**src/rtl/core/ecn2iso_pkg.sv**
```systemverilog
// ---------------------------------------------------------------------------
// ecn2iso_pkg
// Types and code constants for the GB2312 EUC to ISO-2022-CN encoder.
// ---------------------------------------------------------------------------
package ecn2iso_pkg;

  // Request: one input byte or a flush
  typedef struct packed {
    logic       operation;
    logic [7:0] data_byte;
  } req_t;

  // Result: one output byte
  typedef struct packed {
    logic [7:0] out_byte;
    logic       last;
    logic       illegal_sequence;
  } res_t;

  // Operation codes
  localparam logic OP_CONVERT = 1'b0;
  localparam logic OP_FLUSH   = 1'b1;

  // Output stream phases
  localparam logic [1:0] PH_ASCII   = 2'd0;
  localparam logic [1:0] PH_LEAD    = 2'd1;
  localparam logic [1:0] PH_PAIR    = 2'd2;
  localparam logic [1:0] PH_SHIFTIN = 2'd3;

  // Control and escape bytes
  localparam logic [7:0] CODE_SI     = 8'h0f;
  localparam logic [7:0] CODE_SO     = 8'h0e;
  localparam logic [7:0] CODE_ESC    = 8'h1b;
  localparam logic [7:0] CODE_DOLLAR = 8'h24;
  localparam logic [7:0] CODE_RPAREN = 8'h29;
  localparam logic [7:0] CODE_A      = 8'h41;
  localparam logic [7:0] LOW7_MASK   = 8'h7f;

  // Longest burst per request (designation sequence)
  localparam int unsigned BURST_MAX = 5;
  localparam int unsigned CNT_W     = 3;

endpackage

```
**src/rtl/core/euc_cn_to_iso2022_cn_encoder.sv**
```systemverilog
// Timing: the first result is registered and visible in the cycle after
// the request is accepted. Throughput: one request per cycle while each
// gives at most one byte and results are not stalled; a longer burst holds
// the buffer until its last byte is taken at the single output byte port.
// Reset: synchronous; phase returns to plain ASCII, lead byte clears and
// the burst buffer empties.
// ---------------------------------------------------------------------------
// euc_cn_to_iso2022_cn_encoder
// Converts a GB2312 EUC byte stream to ISO-2022-CN, one request per byte.
// ---------------------------------------------------------------------------
module euc_cn_to_iso2022_cn_encoder (
  input  logic               clk,
  input  logic               rst,
  input  logic               req_valid,
  output logic               req_ready,
  input  ecn2iso_pkg::req_t  req,
  output logic               res_valid,
  input  logic               res_ready,
  output ecn2iso_pkg::res_t  res
);
  import ecn2iso_pkg::*;

  // Conversion state
  logic [1:0] phase;
  logic [7:0] lead_byte;
  logic [1:0] phase_next;
  logic [7:0] lead_byte_next;

  // Burst buffer: remaining result bytes, head at index 0
  logic [7:0]       burst [BURST_MAX];
  logic [CNT_W-1:0] cnt;
  logic             err;

  // Burst built from the current request
  logic [7:0]       nb [BURST_MAX];
  logic [CNT_W-1:0] n;
  logic             n_err;

  logic req_take;
  logic res_take;
  logic high;

  assign high      = req.data_byte[7];
  assign res_valid = (cnt != '0);
  assign res_take  = res_valid && res_ready;
  assign req_ready = (cnt == '0) || ((cnt == CNT_W'(1)) && res_ready);
  assign req_take  = req_valid && req_ready;

  assign res.out_byte         = burst[0];
  assign res.last             = (cnt == CNT_W'(1));
  assign res.illegal_sequence = err;

  // Next state and result burst for one request
  always_comb begin
    phase_next     = phase;
    lead_byte_next = lead_byte;
    n              = '0;
    n_err          = 1'b0;
    for (int i = 0; i < BURST_MAX; i++) nb[i] = 8'h00;
    if (req.operation == OP_FLUSH) begin
      if (phase == PH_LEAD || phase == PH_PAIR) begin
        nb[0] = CODE_SI;
        n     = CNT_W'(1);
      end
      phase_next = PH_ASCII;
    end else begin
      unique case (phase)
        PH_ASCII: begin
          if (high) begin
            nb[0] = CODE_ESC;
            nb[1] = CODE_DOLLAR;
            nb[2] = CODE_RPAREN;
            nb[3] = CODE_A;
            nb[4] = CODE_SO;
            n     = CNT_W'(BURST_MAX);
            lead_byte_next = req.data_byte;
            phase_next     = PH_LEAD;
          end else begin
            nb[0] = req.data_byte;
            n     = CNT_W'(1);
          end
        end
        PH_LEAD: begin
          if (high) begin
            nb[0] = lead_byte & LOW7_MASK;
            nb[1] = req.data_byte & LOW7_MASK;
            n     = CNT_W'(2);
            phase_next = PH_PAIR;
          end else begin
            // ASCII while a lead is pending: single error result
            n     = CNT_W'(1);
            n_err = 1'b1;
          end
        end
        PH_PAIR: begin
          if (high) begin
            lead_byte_next = req.data_byte;
            phase_next     = PH_LEAD;
          end else begin
            nb[0] = CODE_SI;
            nb[1] = req.data_byte;
            n     = CNT_W'(2);
            phase_next = PH_SHIFTIN;
          end
        end
        PH_SHIFTIN: begin
          if (high) begin
            nb[0] = CODE_SO;
            n     = CNT_W'(1);
            lead_byte_next = req.data_byte;
            phase_next     = PH_LEAD;
          end else begin
            nb[0] = req.data_byte;
            n     = CNT_W'(1);
          end
        end
        default: begin
          phase_next = PH_ASCII;
        end
      endcase
    end
  end

  // State and buffer control
  always_ff @(posedge clk) begin
    if (rst) begin
      phase     <= PH_ASCII;
      lead_byte <= 8'h00;
      cnt       <= '0;
      err       <= 1'b0;
    end else if (req_take) begin
      phase     <= phase_next;
      lead_byte <= lead_byte_next;
      cnt       <= n;
      err       <= n_err;
    end else if (res_take) begin
      cnt <= cnt - CNT_W'(1);
    end
  end

  // Buffer payload: load on request, shift on each result taken
  always_ff @(posedge clk) begin
    if (req_take) begin
      for (int i = 0; i < BURST_MAX; i++) burst[i] <= nb[i];
    end else if (res_take) begin
      for (int i = 0; i < BURST_MAX - 1; i++) burst[i] <= burst[i + 1];
      burst[BURST_MAX - 1] <= 8'h00;
    end
  end

endmodule

```
**config.mk**
```make
export PLATFORM = sky130hd
export DESIGN_NAME = euc_cn_to_iso2022_cn_encoder
export DESIGN_NICKNAME = d
export VERILOG_FILES = /design/src/rtl/core/ecn2iso_pkg.sv /design/src/rtl/core/euc_cn_to_iso2022_cn_encoder.sv
export SDC_FILE = /design/constraint.sdc
export NUM_CORES = 1
export LEC_CHECK = 0
export BUFFER_PORTS_ARGS = -buffer_cell sky130_fd_sc_hd__clkbuf_2
export CAP_MARGIN = 10
export CORE_AREA = 4 4 66 68
export CTS_BUF_LIST = sky130_fd_sc_hd__clkbuf_16
export CTS_CLUSTER_SIZE = 30
export DETAILED_ROUTE_END_ITERATION = 10
export DIE_AREA = 0 0 70 72
export GPL_TIMING_DRIVEN = 0
export PLACE_DENSITY = 0.71
export REMOVE_ABC_BUFFERS = 1
export SLEW_MARGIN = 20
export SYNTH_ARGS = -nofsm -noshare
export SYNTH_HDL_FRONTEND = slang
export SYNTH_SLANG_ARGS = --single-unit
```
**constraint.sdc**
```tcl
create_clock -name clk -period 1.6 [get_ports clk]
set_input_delay 0.48 -clock clk [delete_from_list [all_inputs] [get_ports clk]]
set_output_delay 0.48 -clock clk [all_outputs]
set_load 0.005 [all_outputs]
```
# Word-level counts from Yosys, hierarchy flattened
# Memory sizes are Yosys's and may differ from the RTL's.
# Index checks and enable logic that the tools add are counted.
[op_classes]
addsub = 1
n_eq_ne = 6
bitwise = 6
reduce_logical = 13
muxes = 37
[op_table]
columns = ["op", "n"]
rows = [
  ["$mux 8", 6],
  ["$mux 32", 1],
  ["$pmux 8 s4", 1],
  ["$mux 30", 1],
  ["$mux 24", 1],
  ["$pmux 8 s3", 1],
  ["$mux 15", 1],
  ["$mux 7", 2],
  ["$mux 12", 1],
  ["$mux 2", 6],
  ["$mux 3", 4],
  ["$pmux 3 s4", 1],
  ["$mux 1", 9],
  ["$pmux 2 s3", 1],
  ["$or 1x1->1", 5],
  ["$eq 2x2->1 const B", 2],
  ["$mux 4", 1],
  ["$reduce_and 4->1", 1],
  ["$eq 3x1->1 const B", 1],
  ["$logic_and 1x1->1", 3],
  ["$logic_not 3->1", 1],
  ["$ne 3x1->1 const B", 1],
  ["$ne 3x3->1 const B", 1],
  ["$reduce_and 3->1", 1],
  ["other kinds (9)", 10],
]
[word_totals]
in_bits = 13
regBits = 13
ram_bits = 40
memories = 1
[memory_table]
columns = ["memory", "depth", "width", "rd", "rd_ports_with_merged_regs", "write_ports", "line", "rtl"]
rows = [
  ["burst", 5, 8, 5, 0, 5, "euc_cn_to_iso2022_cn_encoder.sv:30", "logic [7:0] burst [BURST_MAX];"],
]

# Depth between registers and ports, before layout
# Gate-level depths: netlist of the first run.
[logic_depth]
depth_word = 7
depth_mapped = 8
mapped_depth_nobuf = 7

# Least setup slack after synthesis of the first run
# Ideal clock, no wire load.
[synth_path]
kind = "flip-flop to flip-flop"
from = "reg cnt[0]"
to = "mem burst[0][0], enable pin"
arrival_time_ns = 1.420
stages_incl_launch_ff = 6
setup_time_ns = 0.336
setup_slack_ns = -0.156
path_cell_list = "dfxtp_1 > inv_1 > ha_1 > nand2b_1 > mux2i_1 > inv_1"
[synth_rtl]
columns = ["element", "line", "rtl"]
rows = [
  ["start, declared", "euc_cn_to_iso2022_cn_encoder.sv:31", "logic [CNT_W-1:0] cnt;"],
  ["start signal, assigned", "euc_cn_to_iso2022_cn_encoder.sv:134", "cnt <= n;"],
  ["start signal, assigned", "euc_cn_to_iso2022_cn_encoder.sv:137", "cnt <= cnt - CNT_W'(1);"],
  ["end, declared", "euc_cn_to_iso2022_cn_encoder.sv:30", ""],
]

# Worst setup path in the final report of the first run
[layout_path]
from = "reg cnt[0]"
to = "out req_ready"
[layout_via]
elab_chain_cells = 3
[layout_lines]
columns = ["element", "line", "rtl"]
rows = [
  ["$eq 3x1->1", "euc_cn_to_iso2022_cn_encoder.sv:46", "assign req_ready = (cnt == '0) || ((cnt == CNT_W'(1)) && res_ready);"],
  ["$logic_and 1x1->1", "euc_cn_to_iso2022_cn_encoder.sv:46", ""],
  ["$logic_or 1x1->1 *", "euc_cn_to_iso2022_cn_encoder.sv:46", ""],
  ["end, declared", "euc_cn_to_iso2022_cn_encoder.sv:15", "output logic req_ready,"],
]
# Every way passes the cells marked *; elsewhere a longest branch is shown, timed or not.

==> impl_metrics.yaml, run 1 <==
critical_path:
  path_class: "reg2out"
  cpPeakStageDelay_ns: 0.38
  critPathSlowestCell: "dfxtp_4"
  cp-end-kind: "output pin"
  path_buf_inv: 1
  path_delay_family: "flip-flops"
  rrSetupSlack_ns: -0.02
  crit_required_ns: 1.12
  crit_chain: "ha_4 > nor2b_4 > nand2_1 > nand2_1 > clkbuf_2"
  worstPathArrival_ns: 1.16
  cp-start-kind: "flip-flop"
  crit_fanout: 4
  path_common_cell: "nand2_1"
timing:
  min_period_ns: 1.64
  max_freq_ghz: 0.609
  setup_ws_ns: -0.0433
  hold_violations: 0
  setup_viol: 3
  clock_skew_ns: 0.00193
  final_max_slew_viol_count: 0
  finalCritPeriodShare_pct: 103
  rsz0062_at_grt: "true"
synth:
  syn_area_um2: 1840
  yosysWarnings: 0
  synthMuxAreaShare_pct: 7.13
  synth_top_family_by_area: "simple AND/OR/NAND/NOR gates"
  synthCells: 194
  synth_adder_area_share_pct: 6.79
  ys_ff_latch: 32
  ys_types: 40
  synth-simple-area-share_pct: 16.9
  synthArstFlopShare_pct: 0
  synth-xor-area-share_pct: 0
  synth_edf_count: 19
  avgSynthCellArea_um2: 9.50
  ys_seq_area_share_pct: 45.1
  synth_ff_type: "edfxtp_1"
  synth-compound-area-share_pct: 15.6
route:
  wl_per_cell_um: 15.7
  viasPerCell: 5.47
  finalWirelength_mm: 4.30
  drc: 0
  drt_iter0_markers: 145
  vias: 1492
  ant_nets: 0
  drtPass1Iterations: 4
clocking:
  holdBufCountCts: 0
  ctsRootBufferMaster: "clkbuf_16"
  cts_tree: "built"
  clkLatencyLatePin_ns: 0.27
  clock-sinks: 32
  htreeDepth: 2
  clk_pin_slew_ns: 0.05
  clockBufferDepth: 2
  numCtsBuffers: 5
finish:
  nets: 245
  final_common_cell: "nor2_1"
  n_fill_cell: 333
  final_cell_mix: "nor2_1 (21), clkbuf_2 (20), nand2_1 (19), edfxtp_1 (19), buf_4 (13)"
  diodes: 0
  post-route-util_pct: 62.7
  final_layout_size_suffix_gt1_share_pct: 39.9
  area_growth_pct: 31.2
placed_design:
  port_buffers: 23
  place_ws_ns: -0.973
  gp_congestion: 0.820
  dp_hpwl_mm: 2.71
floorplanning:
  num_rows: 23
  core-area_um2: 3860
  die-area_um2: 5040
  ios: 25
  initial_core_util_pct: 47.8
  dieWidth_um: 70
  die_h_um: 72
pwr:
  powerDensity_nw_per_um2: 1540
  vdd_ir_drop_max_v: 0.000917
  leakage_nw: 0.968
grt:
  grt_pass1_wl_mm: 7.09
  grt_pass1_vias: 1479
  gr-total-overflow: 0
  track_usage_pct: 17.9
  grt_max_degree: 23
  grt_antenna_before_repair: 0
status:
  violations: "negative setup slack"
  outcome: "finished, violations left"
run:
  cap_violations: 0
hold_path:
  hold_path_class: "reg2reg"
-- worst paths after layout --
kind	start	endpoint	cells past startpoint
worst max-delay path	cnt[0]	req_ready	5
worst min-delay path	err	err	2
worst max register to register	cnt[1]	burst[0][9]	7
worst min register to register	err	err	2
-- area by class of cell --
class                   count  area [um2]  area share, %
clock inverters             3        13.8          0.569
clock buffers               5         125           5.18
repair buffers             39         263           10.9
inverters                  11        55.1           2.28
flip-flops and latches     32         845           34.9
multi-input cells         133        1050           43.6
well taps                  50        62.6           2.59
-- synthesized netlist by cell type, types with 2 or more instances --
library cell   n  area share [%]
nand3_1        8             2.2
a21oi_1       10             2.7
inv_1         11             2.2
mux2i_1       12             6.5
o21a_1         2            0.81
a22o_1         2            0.95
nor2_1        23             4.7
o41ai_1        2            0.95
buf_2          5             1.4
a32o_1         2             1.1
edfxtp_1      19              31
ha_1          10             6.8
nor2b_1        4             1.4
o31ai_1        2            0.81
clkbuf_1       3            0.61
buf_4         10             4.1
o21ai_0        8             2.2
dfxtp_1       13              14
nand2_1       21             4.3
nand2b_1       5             1.7
a22oi_1        3             1.2
-- logic make-up (layout without fill, tap and decap cells) --
logic type	Yosys count	after routing
AND/OR/NAND/NOR	67	67
AO/OA/AOI/OAI	42	42
flip-flops	32	32
buffers and inverters	29	58
multiplexers	13	13
adder cells (fa/ha/maj)	10	10
other	1	1
-- worst min-delay path: cells and delay by family (launching register included) --
kind / cells / cell delay, ns
flip-flops: 1 / 0.30
AO/OA/AOI/OAI: 2 / 0.12
-- what timing repair did --
action,4_1_cts,5_1_grt
cloned,0,0
pin swaps,5,16
buffers inserted,9,7
setup endpoints to repair,52,45
gates resized for setup,38,30
-- state kept, by name, indices dropped and copies added (netlist names) --
| register | cells |
|---|---|
| lead_byte | 7 |
| phase | 2 |
| cnt | 3 |
| err | 1 |
| burst | 19 |
-- layer usage --
layer	vias up	global-route usage (%)	share of wire, %
met1	712	22.1	42
met5	-	0	0
met4	0	7.23	1.7
met3	8	4.43	4.5
met2	36	30.4	51
li1	736	-	-
-- stage by stage --
step	area [um2]	hold slack, ns	cells	setup TNS, ns	total power, mW
CTS	2280	0.478	266	-0.0380	3.60
detailed placement	1910	0.468	249	-22.07	2.36
global placement	1910	0.468	249	-20.85	2.32
floorplan	1730	0.460	176	-5.90	2.00
finish	2420	0.473	273	-0.0838	3.73
global route	2420	0.513	273	-0.570	3.95
-- power breakdown --
| group | internal [mW] | switching [mW] | leakage, nW |
|---|---|---|---|
| Sequential | 1.25 | 0.127 | 0.302 |
| Clock | 0.564 | 0.330 | 0.0710 |
| Combinational | 0.700 | 0.757 | 0.595 |
| Total | 2.52 | 1.21 | 0.968 |
(Power assumes the default switching activity.)
==> run 2: changes to the inputs <==
- ABC_AREA: not set -> 1
- CORE_AREA: 4 4 66 68 -> 4 4 68 70
- DIE_AREA: 0 0 70 72 -> 0 0 72 74
- PLACE_DENSITY: 0.71 -> 0.72
==> run 2 against run 1 <==
Compared with the run above: the flow still finishes with violations (negative setup slack); register-to-register slack improved by 0.06 ns; fmax grew 1.1%; routed wire length increased by 1.8%; critical path type unchanged; highest routed layer unchanged.
==> impl_metrics.yaml, run 2 <==
synth:
  synthTopCellsByArea: "edfxtp_1 (28%), nand2_1 (16%), dfxtp_1 (13%)"
  yosysTopAreaCell: "edfxtp_1"
  synth_common_cells: "nand2_1 (84), nor2_1 (32), inv_1 (31)"
  syn_area_um2: 2010
  yosysWarnings: 0
  yosysTopAreaCellShare_pct: 28.4
  ys_seq_area_share_pct: 41.3
  synthCells: 271
  ys_types: 28
  yosysMostFrequentCell: "nand2_1"
  ys_ff_latch: 32
  synth_edf_count: 19
  synthArstFlopShare_pct: 0
  avgSynthCellArea_um2: 7.41
  synth_ff_type: "edfxtp_1"
finish:
  n_fill_cell: 373
  nets: 314
  multi_input_area_um2: 1040
  final_layout_size_suffix_gt1_share_pct: 23.3
  final_cell_mix: "nand2_1 (80), nor2_1 (31), nand3_1 (29)"
  largest_register_ff_count: 19
  top_regs: "burst (19), lead_byte (7), cnt (3)"
  fin_cells: 342
  register_area_um2: 838
  area_growth_pct: 19.4
  diodes: 0
  post-route-util_pct: 60.4
  regMostFlops: "burst"
  final_common_cell: "nand2_1"
route:
  finalWirelength_mm: 4.38
  vias: 1726
  drtPass1Iterations: 5
  drt_iter0_markers: 251
  viasPerCell: 5.05
  drc: 0
  wl_per_cell_um: 12.8
  ant_nets: 0
timing:
  rsz0062_at_grt: "true"
  final_max_slew_viol_count: 0
  hold_violations: 0
  relSlewSlack_pct: 59.0
  clock_skew_ns: 0.00285
  min_period_ns: 1.63
  max_freq_ghz: 0.615
  worst_pin_slew_ns: 0.615
  setup_viol: 1
  setup_ws_ns: -0.0260
  finalCritPeriodShare_pct: 102
hold_path:
  worstHoldStart: "rst"
  whs_path_depth: 2
  hold_path_class: "in2reg"
  holdPathEnd: "phase[1]"
critical_path:
  worstPathArrival_ns: 1.15
  path_class: "reg2out"
  reg2regPathDepth: 4
  reg2reg_from: "cnt[0]"
  cp-end-kind: "output pin"
  rrSetupSlack_ns: 0.04
  crit_fanout: 6
  reg2reg_to: "burst[0][3]"
  cp-start-kind: "flip-flop"
  crit_required_ns: 1.12
grt:
  track_usage_pct: 16.6
  grt_pass1_wl_mm: 6.75
  grt_max_degree: 26
  grt_pass1_vias: 1498
  grt_antenna_before_repair: 0
  gr-total-overflow: 0
placed_design:
  dp.cells: 328
  gp_congestion: 0.825
  place_ws_ns: -0.503
  port_buffers: 23
  dp_hpwl_mm: 2.79
clocking:
  clockBufferDepth: 2
  numCtsBuffers: 5
  cts_tree: "built"
  htreeDepth: 2
  clkLatencyLatePin_ns: 0.28
  ctsRootBufferMaster: "clkbuf_16"
  clk_pin_slew_ns: 0.05
  clock-sinks: 32
pwr:
  leakage_nw: 1.22
  vdd_ir_drop_max_v: 0.00141
  fin_total_pwr_mw: 4.81
  powerDensity_nw_per_um2: 2000
floorplanning:
  dieWidth_um: 72
  ios: 25
  die-area_um2: 5330
  initial_core_util_pct: 50.6
  die_h_um: 74
  num_rows: 23
  core-area_um2: 3970
status:
  violations: "negative setup slack"
  outcome: "finished, violations left"
run:
  cap_violations: 0
run 2: cell count changes after synthesis, sizes merged, moves of 4 or more:
| cell | delta |
|---|---|
| nand2 | +69 |
| inv | +24 |
| nand3 | +22 |
| mux2i | -12 |
| nor2 | +8 |
| a21oi | -7 |
| nand2b | -5 |
| nor2b | -4 |
| o21ai | +4 |
run 2: cell families after synthesis:
| family | count (synthesis) | share of synthesized area [%] |
|---|---|---|
| simple gates | 158 | 34.8 |
| buf+inv | 52 | 12.4 |
| flops | 32 | 41.3 |
| compound gates | 17 | 4.61 |
| fa+ha+maj | 10 | 6.23 |
| xor+xnor | 1 | 0.436 |
| other cells | 1 | 0.187 |
run 2: timing repair:
| item | in CTS | in global routing |
|---|---|---|
| setup buffers | 3 | 2 |
| setup endpoints to repair | 43 | 45 |
| hold buffers | 0 | 0 |
| pin swaps | 6 | 2 |
| resized for setup | 17 | 15 |
| gates cloned | 0 | 1 |
run 2: how the worst max path moves through the flow:
stage,from,end,cells after the start
floorplan,cnt[0],burst[0][0],4
global placement,req_valid,cnt[0],6
detailed placement,req_valid,cnt[0],6
CTS,cnt[1],cnt[0],7
global route,cnt[0],req_ready,5
finish,cnt[0],req_ready,5
run 2: metrics by stage:
stage / hold slack (ns) / TNS [ns] / area, um2
2_1_floorplan: 0.489 / -2.18 / 1900
6_report: 0.358 / -0.0260 / 2400
5_1_grt: 0.377 / -0.516 / 2400
3_3_place_gp: 0.503 / -11.19 / 2080
4_1_cts: 0.363 / -0.0667 / 2320
3_5_place_dp: 0.503 / -12.23 / 2080
run 2: layout make-up:
type,instances,share of cell area (%)
multi-input combinational,188,43.3
sequential,32,34.9
timing repair buffer,28,6.36
inverter,36,6.00
clock buffer,5,5.21
tap,50,2.61
clock inverter,3,1.62
run 2: power by group:
group,internal (mW),leakage [nW],switching [mW],total (mW)
sequential,1.37,0.299,0.147,1.51
clock,0.725,0.0850,0.347,1.07
combinational,0.842,0.831,1.38,2.22
total,2.93,1.22,1.88,4.81
run 2: metal layers:
layer	part of all wire (%)	vias to the layer above	GRT usage [%]
li1	-	883	-
met1	44	775	19.9
met2	48	59	28.3
met3	6.1	9	4.86
met4	1.6	0	6.26
met5	0	-	0
run 2: critical path, cell delays in order, from the launching register on:
cell	delay [ns]
dfxtp_4	0.36
inv_4	0.07
ha_4	0.16
nand2_8	0.08
nand2_4	0.09
clkbuf_2	0.11
==> run 3: changes to the inputs <==
- CORE_AREA: 4 4 68 70 -> 4 4 67 69
- CTS_BUF_LIST: sky130_fd_sc_hd__clkbuf_16 -> sky130_fd_sc_hd__clkbuf_4 sky130_fd_sc_hd__clkbuf_8
- DIE_AREA: 0 0 72 74 -> 0 0 71 73
- PLACE_DENSITY: 0.72 -> 0.74
==> run 3 against run 2 <==
Compared with the run above: the run still ends with negative setup slack left; die area down 2.7%; register-to-register slack improved by 0.02 ns; combinational power rose by 5%; cell count increased by 0.88%.
==> impl_metrics.yaml, run 3 (same netlist as run 2, synthesis figures left out) <==
timing:
  clock_skew_ns: 0.00676
  final_max_slew_viol_count: 0
  setup_viol: 1
  max_freq_ghz: 0.608
  finalCritPeriodShare_pct: 103
  rsz0062_at_grt: "true"
  relSlewSlack_pct: 59.2
  worst_pin_slew_ns: 0.612
  setup_ws_ns: -0.0446
  hold_violations: 0
  min_period_ns: 1.64
floorplanning:
  ios: 25
  core-area_um2: 3910
  die-area_um2: 5180
  initial_core_util_pct: 51.3
  dieWidth_um: 71
  num_rows: 23
  die_h_um: 73
finish:
  final_common_cell: "nand2_1"
  area_growth_pct: 18.9
  fin_cells: 345
  regMostFlops: "burst"
  largest_register_ff_count: 19
  top_regs: "burst (19), lead_byte (7), cnt (3)"
  final_layout_size_suffix_gt1_share_pct: 24.1
  final_cell_mix: "nand2_1 (81), nor2_1 (31), nand3_1 (29)"
  nets: 317
  finalInstanceArea_um2: 2390
  diodes: 0
route:
  vias: 1767
  finalWirelength_mm: 4.54
  drt_iter0_markers: 210
  drc: 0
  wl_per_cell_um: 13.2
  drtPass1Iterations: 4
  viasPerCell: 5.12
  ant_nets: 0
hold_path:
  hold_path_class: "in2reg"
critical_path:
  critPathSlowestCell: "dfxtp_2"
  cp-start-kind: "flip-flop"
  reg2regPathDepth: 4
  cp-end-kind: "output pin"
  crit_chain: "buf_6 > ha_4 > nand3_4 > nand2_4 > clkbuf_2"
  reg2reg_from: "cnt[1]"
  rrSetupSlack_ns: 0.06
  cpPeakStageDelay_ns: 0.35
  reg2reg_to: "burst[0][26]"
  crit_required_ns: 1.12
  crit_fanout: 3
  worstPathArrival_ns: 1.16
  worstSetupStartpoint: "cnt[0]"
  worstSetupEndpoint: "req_ready"
  path_class: "reg2out"
pwr:
  internal_power_mw: 2.74
  leakage_nw: 1.21
  vdd_ir_drop_max_v: 0.00159
  p_seq_share_pct: 32.5
  p_switching_mw: 1.90
  swShare_pct: 41.1
  power_frac_comb_pct: 50.4
  p_clk_share_pct: 17.1
  powerDensity_nw_per_um2: 1940
clocking:
  cts_tree: "built"
  clockBufferDepth: 2
  clock-sinks: 32
  clkLatencyLatePin_ns: 0.29
  holdBufCountCts: 0
  htreeDepth: 2
  numCtsBuffers: 5
  ctsRootBufferMaster: "clkbuf_8"
  clk_pin_slew_ns: 0.07
grt:
  grt_max_degree: 26
  grt_pass1_vias: 1441
  gr-total-overflow: 0
  track_usage_pct: 16.5
  grt_antenna_before_repair: 0
  grt_pass1_wl_mm: 6.59
status:
  violations: "negative setup slack"
  outcome: "finished, violations left"
placed_design:
  place_ws_ns: -0.493
  dp_hpwl_mm: 2.87
  port_buffers: 23
  gp_congestion: 0.828
  dp.cells: 328
  placed_area_um2: 2080
run:
  cap_violations: 0
[run 3: cell types whose count changed in the layout (fill, tap and decap cells not counted), sizes merged]
cell and delta:
inv -1, clkbuf +2, buf +1, nand4 +1
[run 3: power groups by stage]
stage | Clock (mW) | Sequential, mW | Combinational [mW]
6_report | 0.794 | 1.51 | 2.34
5_1_grt | 0.834 | 1.54 | 2.59
4_1_cts | 0.798 | 1.50 | 2.00
3_5_place_dp | 0 | 1.50 | 1.77
3_3_place_gp | 0 | 1.48 | 1.73
2_1_floorplan | 0 | 1.49 | 1.28
[run 3: worst max-delay path: cells and delay by family (launching register included)]
family | cells | cell delay [ns]
adders and majority gates | 1 | 0.13
buffers and inverters | 2 | 0.22
and+or+nand+nor | 2 | 0.17
DFF | 1 | 0.35
[run 3: area by class of cell]
type | instances | area (um2)
clock buffers | 6 | 76.3
clock inverters | 2 | 35.0
fillers | 379 | 1530
inverters | 36 | 146
multi-input cells | 189 | 1060
flip-flops and latches | 32 | 836
well taps | 50 | 62.6
repair buffers | 30 | 171
[run 3: how the worst min path moves through the flow]
stage	from	to	slack [ns]	cells after the start
2_1_floorplan	lead_byte[0]	lead_byte[0]	0.49	4
3_3_place_gp	burst[0][14]	burst[0][6]	0.50	2
3_5_place_dp	err	err	0.50	2
4_1_cts	rst	phase[1]	0.35	2
5_1_grt	rst	phase[1]	0.34	2
6_report	rst	phase[1]	0.35	2
[run 3: metrics by stage]
stage	TNS, ns	hold slack, ns	power, mW	utilization [%]
after floorplan	-2.18	0.489	2.77	-
after CTS	-0.112	0.349	4.29	58.5
after detailed placement	-12.30	0.505	3.27	53.0
after global routing	-0.688	0.344	4.96	61.0
final	-0.0446	0.346	4.64	61.0
after global placement	-11.24	0.502	3.21	53.0
[run 3: layer usage]
layer	track usage [%]	vias to the layer above	part of all wire, %
met5	0	-	0
met4	5.64	0	1.3
met3	4.68	7	5.5
met2	27.4	46	49
met1	20.7	816	44
li1	-	898	-
[run 3: repair_timing]
action	in CTS	in global routing
setup buffers	4	3
pin swaps	4	2
endpoints found under the setup margin	44	48
cloned	0	2
gates resized for setup	19	15
